File: config.mk
export PLATFORM = sky130hd
export DESIGN_NAME = sscp_lane
export DESIGN_NICKNAME = d
export VERILOG_FILES = /design/src/rtl/core/sscp_pkg.sv /design/src/rtl/core/sscp_lane.sv
export SDC_FILE = /design/constraint.sdc
export NUM_CORES = 1
export LEC_CHECK = 0
export ABC_AREA = 1
export BUFFER_PORTS_ARGS = -buffer_cell sky130_fd_sc_hd__buf_2
export CORE_MARGIN = 2
export CORE_UTILIZATION = 49
export CTS_BUF_LIST = sky130_fd_sc_hd__clkbuf_4 sky130_fd_sc_hd__clkbuf_8
export CTS_CLUSTER_DIAMETER = 100
export DETAILED_ROUTE_END_ITERATION = 8
export HOLD_SLACK_MARGIN = 0.15
export PLACE_DENSITY_LB_ADDON = 0.3
export REMOVE_ABC_BUFFERS = 1
export SLEW_MARGIN = 20
export SYNTH_ARGS = -nofsm -noshare
export SYNTH_HDL_FRONTEND = slang
export SYNTH_SLANG_ARGS = --single-unit
File: constraint.sdc
create_clock -name aclk -period 14.8 [get_ports aclk]
set_clock_uncertainty 0.15 [all_clocks]
set_input_delay 2.96 -clock aclk [delete_from_list [all_inputs] [get_ports aclk]]
set_output_delay 2.96 -clock aclk [all_outputs]
set_load 0.01 [all_outputs]
File: src/rtl/core/sscp_pkg.sv
// Shared types and constants of the scrolling strip-chart plotter.
`default_nettype none
package sscp_pkg;

    localparam int LANES       = 4;
    localparam int SAMPLE_W    = 16;
    localparam int READ_COL_W  = 8;
    localparam int COL_BITS_W  = 64;
    localparam int FLAGS_W     = 4;
    localparam int IN_TDATA_W  = 72;
    localparam int OUT_TDATA_W = 80;
    localparam int CFG_DATA_W  = 64;
    localparam int CFG_INDEX_W = 3;
    localparam int COUNT_W     = 16;
    localparam int PROD_W      = 34;

    typedef enum logic [CFG_INDEX_W-1:0] {
        CFG_STEPS_PER_SCROLL  = 3'd0,
        CFG_SCROLLS_PER_FRAME = 3'd1,
        CFG_ACTIVE_CHANNELS   = 3'd2,
        CFG_CHANNEL_MINIMUMS  = 3'd3,
        CFG_CHANNEL_SCALES    = 3'd4
    } cfg_index_t;

    typedef struct packed {
        logic underflow;
        logic overflow;
    } lane_flags_t;

endpackage
`default_nettype wire

File: src/rtl/core/sscp_lane.sv
// One channel lane: offset and scale a sample, then map it to a row pixel and range flags.
`default_nettype none
module sscp_lane #(
    parameter int HEIGHT = 64
) (
    input  wire logic                                 aclk,
    input  wire logic                                 load,
    input  wire logic        [sscp_pkg::SAMPLE_W-1:0] sample,
    input  wire logic        [sscp_pkg::SAMPLE_W-1:0] minimum,
    input  wire logic        [sscp_pkg::SAMPLE_W-1:0] scale,
    input  wire logic                                 active,
    output sscp_pkg::lane_flags_t                     flags,
    output logic             [HEIGHT-1:0]             pixels
);

    localparam int ROW_W = $clog2(HEIGHT);

    logic signed [sscp_pkg::SAMPLE_W:0]     diff;
    logic signed [sscp_pkg::SAMPLE_W:0]     scale_s;
    logic signed [sscp_pkg::PROD_W-1:0]     prod_next;
    logic signed [sscp_pkg::PROD_W-1:0]     prod_reg;
    logic                                   active_reg;
    logic        [sscp_pkg::PROD_W:0]       rounded;
    logic                                   below;
    logic                                   above;
    logic        [ROW_W-1:0]                row;

    assign diff      = {sample[sscp_pkg::SAMPLE_W-1], sample}
                     - {minimum[sscp_pkg::SAMPLE_W-1], minimum};
    assign scale_s   = {1'b0, scale};
    assign prod_next = diff * scale_s;

    always_ff @(posedge aclk) begin
        if (load) begin
            prod_reg   <= prod_next;
            active_reg <= active;
        end
    end

    assign rounded = {prod_reg[sscp_pkg::PROD_W-1], prod_reg}
                   + (sscp_pkg::PROD_W+1)'(128);
    assign below   = rounded[sscp_pkg::PROD_W];
    assign above   = !below
                   && (rounded[sscp_pkg::PROD_W-1:8] >= (sscp_pkg::PROD_W-8)'(HEIGHT));
    assign row     = ROW_W'(HEIGHT - 1) - rounded[ROW_W+7:8];

    assign flags.underflow = active_reg && below;
    assign flags.overflow  = active_reg && above;
    assign pixels = (active_reg && !below && !above)
                  ? (HEIGHT'(1) << row) : '0;

endmodule
`default_nettype wire

==> flow_summary.toml <==
[floorplan]
dieWidth_um = 172
fp-row-count = 61
fp.coreArea_um2 = 27800
io_pins = 117
start_util = 0.497
die_h_um = 172
dieArea_um2 = 29600

[logic_synthesis]
synth_edf_count = 28
syn_area_per_cell_um2 = 7.52
synth.top_cell.area_share = 0.394
syn_inst = 1837
synth_top_flop_cell = "edfxtp_1"
yosys.area_share.simple = 0.226
synthAdderAreaFrac = 0.487
synth_warnings = 0
synth_seq_cells = 28
synth_cell_type_count = 40
synth_mux_area_frac = 0
syn_area_um2 = 13800
yosysTopAreaCell = "fa_1"
synth_top_family_by_area = "adder cells"
ys_seq_area_frac = 0.0609
synth_compound_area_frac = 0.0478
ys_top_cells_by_area = "fa_1 39%, inv_1 13%, ha_1 9.3%"
synth-xor-area-share = 0.0336
ys_async_sr_fraction = 0

[timing]
drv_slew = 0
setup_violations = 0
slew_headroom = 0.495
setup_tns_ns = 0
finalCriticalPeriod_ns = 10.87
post-route-period-util = 0.735
max_freq_ghz = 0.0920
rsz0062_at_grt = "no"
hold_viol = 0
max_slew.worst_pin.slew_ns = 0.752

[global_routing]
grt_pass1_vias = 12400
grt_usage = 0.260
grt_pass1_wl_um = 60500
grt_max_degree = 33
antenna_found_initial = 0
overflow = 0

[setup_path]
path_common_cell = "fa_1"
worstSetupPathType = "input port to flip-flop"
worst_path_max_delay_cell = "fa_1"
cp.required_ns = 14.67
crit_path_end_kind = "flip-flop"
start_kind = "input port"
crit_arrival_ns = 10.74
crit_fanout = 12
max_stage_delay_ns = 0.95

[clock_tree]
clkTransAtPathRegs_ns = 0.10
cts_buffers = 3
cts_resized = 0
htreeDepth = 1
cts_hold_buf = 0
root_buffer = "clkbuf_8"
cts_tree = "built"
clockBufferDepth = 2
cts_num_sinks = 28
postCtsSetupRepairBufs = 0

[routing]
first_pass_iters = 6
viasPerCell = 5.22
drt_wl_total_um = 36100
vias = 12000
drcViolationCount = 0
drtIter0Drc = 866
antenna_left = 0
wl_per_cell_um = 15.7

[final_layout]
antenna_cells = 0
fin_nets = 2347
area_delta_synth_final_pct = 6.61
layout_common_cells = "471 x inv_1, 308 x nand2_1, 282 x nor2_1"
drive_gt1_frac = 0.0829
register_area_um2 = 841
multi_input_area_um2 = 11000
n_fill_cell = 2753
final_common_cell = "inv_1"
finalInstanceArea_um2 = 14700
largest_register_ffs = 27

[placed_design]
gp_congestion = 0.941
place_area_um2 = 14700
io_buffers = 116
dpl.hpwl_um = 31000

[hold_path]
hold_class = "input port to flip-flop"

[status]
run_status = "finished, final reports clean"

[run]
maxCapViolCount = 0
routing by layer:
layer	track usage	wire, um
met5	0	0
met1	0.349	14900
met2	0.451	17300
met4	0.0705	1060
met3	0.0277	2880
cell usage after synthesis, types with 5 or more instances:
library cell	count
o21ai_0	32
buf_6	6
xnor2_1	18
nand3_1	96
a21oi_1	48
or2_2	12
nor3_1	13
clkinv_1	8
ha_1	103
xor2_1	35
nand2_2	5
edfxtp_1	28
inv_1	471
o21bai_1	9
fa_1	272
clkbuf_1	29
nor2_1	282
nand4_1	8
nor2_2	10
nand2_1	308
worst max-delay path, delay by kind of cell:
kind | cells | cell delay, ns
AOI/OAI and AO/OA | 1 | 0.09
and+or+nand+nor | 14 | 2.83
buffers and inverters | 5 | 0.29
adders and majority gates | 9 | 4.55
final timing paths:
| kind | start | to | slack, ns | depth (start not counted) |
|---|---|---|---|---|
| worst max-delay path | sample[0] | prod_reg[30] | 3.93 | 29 |
| worst min-delay path | active | active_reg | 2.71 | 1 |
final cells by class:
cell class / count / share of cell area
Multi-Input combinational cell: 1290 / 0.745
Inverter: 481 / 0.123
Sequential cell: 28 / 0.0571
Timing Repair Buffer: 117 / 0.0399
Tap cell: 378 / 0.0321
Clock buffer: 3 / 0.00280
logic make-up (layout without fill, tap and decap cells):
kind of cell,after synthesis,after routing
and+or+nand+nor,748,748
buffers and inverters,519,601
adders and majority gates,375,375
AOI/OAI and AO/OA,114,114
xor gates and xnor gates,53,53
DFF,28,28
metrics by stage:
| step | worst slack, ns | cells | hold WS, ns | utilization |
|---|---|---|---|---|
| detailed placement | 3.74 | 2294 | 2.99 | 0.529 |
| global placement | 3.80 | 2294 | 2.99 | 0.529 |
| finish | 3.93 | 2297 | 2.71 | 0.530 |
| global route | 3.46 | 2297 | 2.69 | 0.530 |
| CTS | 4.02 | 2297 | 2.70 | 0.530 |
| floorplan | 4.61 | 1799 | 2.91 | - |
Power is not shown: default switching activity piles up to over one toggle a cycle in this logic, so the estimate is an artifact.
